==> config.mk <==
export PLATFORM = sky130hd
export DESIGN_NAME = normal_tangent_snorm_packer
export DESIGN_NICKNAME = d
export VERILOG_FILES = /design/src/design/ntsp_pkg.sv /design/src/design/normal_tangent_snorm_packer.sv
export VERILOG_INCLUDE_DIRS = /design/src /design/src/design
export SDC_FILE = /design/constraint.sdc
export NUM_CORES = 2
export LEC_CHECK = 0
export BUFFER_PORTS_ARGS = -buffer_cell sky130_fd_sc_hd__buf_2
export CAP_MARGIN = 10
export CORE_AREA = 2 2 417 419
export CTS_BUF_LIST = sky130_fd_sc_hd__clkbuf_8
export CTS_CLUSTER_DIAMETER = 30
export DETAILED_ROUTE_END_ITERATION = 8
export DIE_AREA = 0 0 419 421
export GPL_ROUTABILITY_DRIVEN = 0
export GPL_TIMING_DRIVEN = 0
export PLACE_DENSITY = 0.76
export SYNTH_ARGS = -nofsm -noshare
export SYNTH_HDL_FRONTEND = slang
export SYNTH_SLANG_ARGS = --single-unit
==> constraint.sdc <==
create_clock -name clk -period 11 [get_ports clk]
set_input_delay 1.65 -clock clk [delete_from_list [all_inputs] [get_ports clk]]
set_output_delay 1.65 -clock clk [all_outputs]
set_load 0.05 [all_outputs]
==> src/design/assert_macros.svh <==
// ----------------------------------------------------------------------------
// Assertion macros
// Shared concurrent assertion forms, clocked on clk and disabled in reset.
// ----------------------------------------------------------------------------
`ifndef ASSERT_MACROS_SVH
`define ASSERT_MACROS_SVH

// Check a condition at every rising clock edge.
`define ASSERT_ALWAYS(label, cond, msg) \
    label: assert property (@(posedge clk) disable iff (!rst_n) (cond)) \
        else $error(msg);

// Check that a condition in one cycle implies another in the next cycle.
`define ASSERT_NEXT(label, ante, cons, msg) \
    label: assert property (@(posedge clk) disable iff (!rst_n) (ante) |=> (cons)) \
        else $error(msg);

`endif

==> src/design/ntsp_pkg.sv <==
// ----------------------------------------------------------------------------
// ntsp_pkg
// Types and constants of the normal and tangent snorm packer.
// ----------------------------------------------------------------------------
package ntsp_pkg;

    // Width of one input component.
    localparam int COMPONENT_BITS = 16;

    // Components per vector, vectors per item, lanes in total.
    localparam int VEC_LEN = 3;
    localparam int VEC_NUM = 2;
    localparam int LANES   = VEC_LEN * VEC_NUM;

    // Output field layout.
    localparam int FIELD_W  = 10;
    localparam int PACKED_W = FIELD_W * VEC_LEN;

    // Snorm scale and its doubled form used in the numerator.
    localparam int SCALE     = 511;
    localparam int SCALE_X2  = 2 * SCALE;

    // Magnitude holds up to 2^(COMPONENT_BITS-1).
    localparam int MAG_W = COMPONENT_BITS;
    // Divisor is twice the largest magnitude.
    localparam int DEN_W = COMPONENT_BITS + 1;
    // Numerator 1022*mag + m stays below 2^(COMPONENT_BITS+9).
    localparam int NUM_W = COMPONENT_BITS + 9;

    // Quotient bits, split evenly over the divider stages.
    localparam int Q_W             = FIELD_W - 1;
    localparam int DIV_STAGES      = 3;
    localparam int STEPS_PER_STAGE = Q_W / DIV_STAGES;

    typedef struct packed {
        logic signed [COMPONENT_BITS-1:0] normal_x;
        logic signed [COMPONENT_BITS-1:0] normal_y;
        logic signed [COMPONENT_BITS-1:0] normal_z;
        logic signed [COMPONENT_BITS-1:0] tangent_x;
        logic signed [COMPONENT_BITS-1:0] tangent_y;
        logic signed [COMPONENT_BITS-1:0] tangent_z;
    } in_item_t;

    typedef struct packed {
        logic [PACKED_W-1:0] packed_normal;
        logic [PACKED_W-1:0] packed_tangent;
    } out_item_t;

endpackage

==> src/design/normal_tangent_snorm_packer.sv <==
// ----------------------------------------------------------------------------
// normal_tangent_snorm_packer
// Scales each vector by its largest absolute component to +-511 with
// half-away rounding and packs x, y, z into 10-bit two's complement fields.
// ----------------------------------------------------------------------------
//
//  channel  | direction | handshake                   | payload
//  ---------+-----------+-----------------------------+------------------------
//  item     | in        | item_valid / item_stall     | in_item_t   (six comps)
//  result   | out       | result_valid / result_stall | out_item_t  (two words)
//
//  One item per cycle sustained while result_stall is low; an accepted item
//  reaches result_valid through six register stages: magnitude/max,
//  numerator, three divider stages of three quotient bits each (set by the
//  restoring compare-subtract chain), pack.
//  Reset clears the stage valid bits only; the pipeline starts empty.
//  A stall holds only the stages that are full behind it; empty stages
//  keep filling, so nothing is lost or repeated.
//
`include "assert_macros.svh"

module normal_tangent_snorm_packer
    import ntsp_pkg::*;
(
    input  logic      clk,
    input  logic      rst_n,
    input  logic      item_valid,
    output logic      item_stall,
    input  in_item_t  item,
    output logic      result_valid,
    input  logic      result_stall,
    output out_item_t result
);

    // ------------------------------------------------------------------
    // Stage registers
    // ------------------------------------------------------------------
    logic                a_valid_reg;
    logic [MAG_W-1:0]    a_mag_reg  [LANES];
    logic                a_neg_reg  [LANES];
    logic [MAG_W-1:0]    a_max_reg  [VEC_NUM];
    logic [MAG_W-1:0]    a_mag_next [LANES];
    logic                a_neg_next [LANES];
    logic [MAG_W-1:0]    a_max_next [VEC_NUM];

    // Divider pipeline: index 0 holds the loaded numerator, the rest the
    // output of each divider stage.
    logic [DIV_STAGES:0] p_valid_reg;
    logic [NUM_W-1:0]    p_rem_reg  [DIV_STAGES+1][LANES];
    logic [Q_W-1:0]      p_q_reg    [DIV_STAGES+1][LANES];
    logic                p_neg_reg  [DIV_STAGES+1][LANES];
    logic [DEN_W-1:0]    p_den_reg  [DIV_STAGES+1][VEC_NUM];
    logic                p_zero_reg [DIV_STAGES+1][VEC_NUM];
    logic [NUM_W-1:0]    p_rem_next [DIV_STAGES+1][LANES];
    logic [Q_W-1:0]      p_q_next   [DIV_STAGES+1][LANES];

    logic                result_valid_reg;
    out_item_t           result_reg;
    out_item_t           result_next;

    // Stage enables
    logic                a_en;
    logic [DIV_STAGES:0] p_en;
    logic                out_en;

    logic [COMPONENT_BITS-1:0] comp [LANES];

    // ------------------------------------------------------------------
    // Advance a stage when it is empty or the stage after it advances
    // ------------------------------------------------------------------
    always_comb
    begin
        out_en = !result_valid_reg || !result_stall;
        p_en[DIV_STAGES] = !p_valid_reg[DIV_STAGES] || out_en;
        for (int s = DIV_STAGES - 1; s >= 0; s--)
        begin
            p_en[s] = !p_valid_reg[s] || p_en[s+1];
        end
        a_en = !a_valid_reg || p_en[0];
    end

    assign item_stall   = !a_en;
    assign result_valid = result_valid_reg;
    assign result       = result_reg;

    // ------------------------------------------------------------------
    // Stage A: split sign and magnitude, find the largest magnitude
    // ------------------------------------------------------------------
    assign comp[0] = item.normal_x;
    assign comp[1] = item.normal_y;
    assign comp[2] = item.normal_z;
    assign comp[3] = item.tangent_x;
    assign comp[4] = item.tangent_y;
    assign comp[5] = item.tangent_z;

    always_comb
    begin
        for (int l = 0; l < LANES; l++)
        begin
            a_neg_next[l] = comp[l][COMPONENT_BITS-1];
            a_mag_next[l] = a_neg_next[l] ? (~comp[l] + MAG_W'(1)) : comp[l];
        end
        for (int v = 0; v < VEC_NUM; v++)
        begin
            a_max_next[v] = a_mag_next[v*VEC_LEN];
            for (int c = 1; c < VEC_LEN; c++)
            begin
                if (a_mag_next[v*VEC_LEN + c] > a_max_next[v])
                begin
                    a_max_next[v] = a_mag_next[v*VEC_LEN + c];
                end
            end
        end
    end

    // ------------------------------------------------------------------
    // Numerator load and restoring division steps
    // ------------------------------------------------------------------
    always_comb
    begin
        logic [NUM_W-1:0] rem;
        logic [Q_W-1:0]   q;
        logic [NUM_W-1:0] trial;
        int               k;

        // Load: numerator 1022*mag + m, quotient cleared
        for (int v = 0; v < VEC_NUM; v++)
        begin
            for (int c = 0; c < VEC_LEN; c++)
            begin
                p_rem_next[0][v*VEC_LEN + c] =
                    NUM_W'(a_mag_reg[v*VEC_LEN + c]) * NUM_W'(SCALE_X2)
                    + NUM_W'(a_max_reg[v]);
                p_q_next[0][v*VEC_LEN + c] = '0;
            end
        end

        // Each divider stage resolves STEPS_PER_STAGE quotient bits, msb first
        for (int s = 1; s <= DIV_STAGES; s++)
        begin
            for (int v = 0; v < VEC_NUM; v++)
            begin
                for (int c = 0; c < VEC_LEN; c++)
                begin
                    rem = p_rem_reg[s-1][v*VEC_LEN + c];
                    q   = p_q_reg[s-1][v*VEC_LEN + c];
                    for (int j = 0; j < STEPS_PER_STAGE; j++)
                    begin
                        k     = Q_W - 1 - (s - 1) * STEPS_PER_STAGE - j;
                        trial = NUM_W'(p_den_reg[s-1][v]) << k;
                        if (rem >= trial)
                        begin
                            rem = rem - trial;
                            q   = q | (Q_W'(1) << k);
                        end
                    end
                    p_rem_next[s][v*VEC_LEN + c] = rem;
                    p_q_next[s][v*VEC_LEN + c]   = q;
                end
            end
        end
    end

    // ------------------------------------------------------------------
    // Pack: apply sign, drop all-zero vectors
    // ------------------------------------------------------------------
    always_comb
    begin
        logic [FIELD_W-1:0]  code;
        logic [PACKED_W-1:0] word [VEC_NUM];
        for (int v = 0; v < VEC_NUM; v++)
        begin
            word[v] = '0;
            for (int c = 0; c < VEC_LEN; c++)
            begin
                code = {1'b0, p_q_reg[DIV_STAGES][v*VEC_LEN + c]};
                if (p_neg_reg[DIV_STAGES][v*VEC_LEN + c])
                begin
                    code = ~code + FIELD_W'(1);
                end
                if (p_zero_reg[DIV_STAGES][v])
                begin
                    code = '0;
                end
                word[v][c*FIELD_W +: FIELD_W] = code;
            end
        end
        result_next.packed_normal  = word[0];
        result_next.packed_tangent = word[1];
    end

    // ------------------------------------------------------------------
    // Valid bits
    // ------------------------------------------------------------------
    always_ff @(posedge clk or negedge rst_n)
    begin
        if (!rst_n)
        begin
            a_valid_reg      <= 1'b0;
            p_valid_reg      <= '0;
            result_valid_reg <= 1'b0;
        end
        else
        begin
            if (a_en)
            begin
                a_valid_reg <= item_valid;
            end
            if (p_en[0])
            begin
                p_valid_reg[0] <= a_valid_reg;
            end
            for (int s = 1; s <= DIV_STAGES; s++)
            begin
                if (p_en[s])
                begin
                    p_valid_reg[s] <= p_valid_reg[s-1];
                end
            end
            if (out_en)
            begin
                result_valid_reg <= p_valid_reg[DIV_STAGES];
            end
        end
    end

    // ------------------------------------------------------------------
    // Payload registers: load on enable, hold otherwise
    // ------------------------------------------------------------------
    always_ff @(posedge clk)
    begin
        if (a_en)
        begin
            a_mag_reg <= a_mag_next;
            a_neg_reg <= a_neg_next;
            a_max_reg <= a_max_next;
        end
        if (p_en[0])
        begin
            p_rem_reg[0] <= p_rem_next[0];
            p_q_reg[0]   <= p_q_next[0];
            p_neg_reg[0] <= a_neg_reg;
            for (int v = 0; v < VEC_NUM; v++)
            begin
                p_den_reg[0][v]  <= {a_max_reg[v], 1'b0};
                p_zero_reg[0][v] <= (a_max_reg[v] == '0);
            end
        end
        for (int s = 1; s <= DIV_STAGES; s++)
        begin
            if (p_en[s])
            begin
                p_rem_reg[s]  <= p_rem_next[s];
                p_q_reg[s]    <= p_q_next[s];
                p_neg_reg[s]  <= p_neg_reg[s-1];
                p_den_reg[s]  <= p_den_reg[s-1];
                p_zero_reg[s] <= p_zero_reg[s-1];
            end
        end
        if (out_en)
        begin
            result_reg <= result_next;
        end
    end

    // ------------------------------------------------------------------
    // Assertions
    // ------------------------------------------------------------------
    `ASSERT_NEXT(a_accept_fills, item_valid && !item_stall, a_valid_reg,
        "accepted item did not reach the first stage")
    `ASSERT_NEXT(div_hold_on_stall, p_valid_reg[DIV_STAGES] && !p_en[DIV_STAGES],
        p_valid_reg[DIV_STAGES], "item dropped from last divider stage while stalled")
    `ASSERT_ALWAYS(div_rem_bound,
        !p_valid_reg[DIV_STAGES] || p_zero_reg[DIV_STAGES][0] ||
        (p_rem_reg[DIV_STAGES][0] < NUM_W'(p_den_reg[DIV_STAGES][0])),
        "divider remainder not below divisor after last step")
    `ASSERT_ALWAYS(field_not_min,
        !result_valid_reg ||
        ((result_reg.packed_normal[FIELD_W-1:0] != 10'h200) &&
         (result_reg.packed_normal[2*FIELD_W-1:FIELD_W] != 10'h200) &&
         (result_reg.packed_normal[3*FIELD_W-1:2*FIELD_W] != 10'h200) &&
         (result_reg.packed_tangent[FIELD_W-1:0] != 10'h200) &&
         (result_reg.packed_tangent[2*FIELD_W-1:FIELD_W] != 10'h200) &&
         (result_reg.packed_tangent[3*FIELD_W-1:2*FIELD_W] != 10'h200)),
        "packed field outside the snorm range")

endmodule
==> impl_metrics.csv <==
group,metric,value,unit
outcome,status,"finished clean",
floorplanning,design.die.area,0.1764,mm2
detailed_routing,vias,86030,
placed_design,io_buffers,161,
global_routing,grt_antenna_before_repair,8,
clocking,cts_buffers,179,
synth,syn-instance-count,11110,
global_routing,grt_pass1_wl,435.2,mm
global_routing,grt_max_degree,145,
critical_path,crit_path_end_kind,"flop",
flow_run,maxCapViolCount,0,
critical_path,slowest_delay,0.55,ns
detailed_routing,drc,0,
floorplanning,die_h,421,um
detailed_routing,dr.pass1.iters,6,
final_layout,layout.cells.non_filler,14000,
floorplanning,die_width,419,um
floorplanning,ios,162,
synth,synth.cell_area,0.1025,mm2
critical_path,crit_type,"reg -> reg",
final_layout,nets,13370,
critical_path,cp_data_required_time,11.64,ns
floorplanning,std_cell_rows,153,
detailed_routing,via_per_inst,6.145,
critical_path,critPathMaxFanout,10,
synth,avgSynthCellArea,9.225,um2
clocking,htree_levels,4,
final_layout,drive_gt1_frac,0.08800,
sta,slew_viol_final,0,
placed_design,post-place-cells,13600,
placed_design,hpwl,219.5,mm
synth,syn_nets,12960,
synth,synth_edf_count,862,
synth,yosysWarnings,0,
global_routing,grt_usage,0.3065,
floorplanning,start_util,0.5940,
sta,fin_crit,10.64,ns
synth,synth_seq_cells,868,
sta,clock.fmax,0.09395,GHz
detailed_routing,drtIter0Drc,8375,
critical_path,crit_path_start,"p_den_reg[1][3]",
clocking,clock-sinks,868,
global_routing,grt_overflow,0,
critical_path,r2r_start,"p_den_reg[1][3]",
floorplanning,core,0.1725,mm2
clocking,cts_tree,"built",
synth,async_reset_ff_frac,0.006912,
synth,synth_cell_types,114,
final_layout,area_delta_synth_final,8.283,%
clocking,clock_path_buffers,3,
min_path,min-delay-start,"p_neg_reg[0][5]",
sta,setup_violations,0,
sta,finalCritPeriodShare,0.9676,
synth,ys.flop_type,"edfxtp_1",
critical_path,cp_slowest_cell,"or4_4",
clocking,clk_pin_slew,0.06,ns
critical_path,critPathLaunchType,"flop",
synth,seq_area_frac_synth,0.2541,
critical_path,arrival,11.28,ns
clocking,root_buffer,"clkbuf_8",
detailed_routing,drt-total-wl,275.7,mm
clocking,insertion_delay,0.97,ns
final_layout,largest_register_ffs,438,
sta,final-hold-violation-count,0,
detailed_routing,route.antenna.remaining_nets,0,
global_routing,grt_pass1_vias,82190,
min_path,hold_path_class,"reg -> reg",
sta,max-slew-margin-rel,0.2422,
detailed_routing,wire_per_inst,19.70,um
sta,worst_slew_pin_slew,1.135,ns
sta,fin_skew,0.06178,ns
[metrics by stage]
stage / hold slack (ns) / TNS (ns) / worst slack, ns / util / instance area (um2)
after floorplan: 0.4003 / 0 / 1.597 / - / 102500
after global placement: 0.4008 / 0 / 0.1080 / 0.6156 / 106200
after detailed placement: 0.4045 / -1.379 / -0.1212 / 0.6174 / 106500
after CTS: 0.4003 / 0 / 0.1385 / 0.6401 / 110400
after global routing: 0.4246 / -0.2333 / -0.04414 / 0.6432 / 110900
final: 0.4016 / 0 / 0.3561 / 0.6432 / 110900
[layer usage]
metal	track usage	vias to the layer above	wire, um
met5	0	-	14
met4	0.1154	2	10110
met3	0.04684	546	24870
met2	0.4729	3855	121000
met1	0.4342	40580	119700
li1	-	41050	-
[cell usage after synthesis (114+ instances only)]
master / n / share of area
nor2_1: 751 / 0.028
mux2i_1: 114 / 0.011
nand4_1: 149 / 0.0091
mux2_2: 294 / 0.032
nand2b_1: 149 / 0.0091
o21ai_0: 645 / 0.032
edfxtp_1: 862 / 0.25
ha_1: 1270 / 0.16
nor2b_1: 164 / 0.010
nand3_1: 200 / 0.0098
inv_1: 1123 / 0.041
a21o_1: 366 / 0.027
nor3_1: 202 / 0.0099
xor2_1: 317 / 0.027
o21bai_1: 135 / 0.0099
nand2_1: 778 / 0.029
a21oi_1: 835 / 0.041
o21a_1: 132 / 0.0097
fa_1: 480 / 0.094
xnor2_1: 660 / 0.056
[cells in the final DEF, fill, tap and decap left out, drive strengths merged, types with 317 or more instances in the layout]
cell type	count
a21oi	835
edfxtp	862
inv	1161
fa	480
ha	1270
nor2	755
xor2	317
o21ai	662
xnor2	660
a21o	366
nand2	778
[critical path, delay by kind of cell (launching register included)]
family | cells | cell delay [ns]
AO/OA/AOI/OAI | 19 | 4.56
AND/OR/NAND/NOR | 7 | 2.00
buffers and inverters | 6 | 1.77
adder cells (fa/ha/maj) | 3 | 1.08
flip-flops | 1 | 0.49
multiplexers | 1 | 0.41
[what timing repair did]
action | CTS | global route
setup buffers | 2 | 56
gates resized for setup | 1 | 41
gates cloned | 0 | 0
setup endpoints to repair | 27 | 169
hold buffers | 0 | 0
[cells by family (layout without fill, tap and decap cells)]
family / count (synthesis) / count (layout) / share of synthesized area
compound gates: 2862 / 2862 / 0.1786
xor+xnor: 977 / 977 / 0.08352
flops: 868 / 868 / 0.2541
buf+inv: 1295 / 1860 / 0.04847
other cells: 0 / 3 / 0
fa+ha+maj: 1750 / 1750 / 0.2489
mux: 429 / 429 / 0.04609
simple gates: 2925 / 2925 / 0.1404
[layout make-up]
class                      instances  area, um2
clock buffer                     185       2546
buffer                           166      737.0
inverter                        1129       4302
fill                           13720      61540
multi-input combinational       8943      71520
tap                             2325       2909
sequential                       868      26040
antenna                            3      7.507
timing repair buffer             231       1539
clock inverter                   149       1349
[worst paths after layout]
check | end | slack (ns) | depth (start not counted)
worst max-delay path | p_rem_reg[2][4] | 0.36 | 36
worst min-delay path | p_neg_reg[1][5] | 0.40 | 0
worst max register to register | p_rem_reg[2][4] | 0.36 | 36
worst min register to register | p_neg_reg[1][5] | 0.40 | 0
max in group asynchronous | p_valid_reg[2] | 10.33 | 1
min in group asynchronous | a_valid_reg | 0.53 | 1
Power is not shown: default switching activity piles up to over one toggle a cycle in this logic, so the estimate is an artifact.
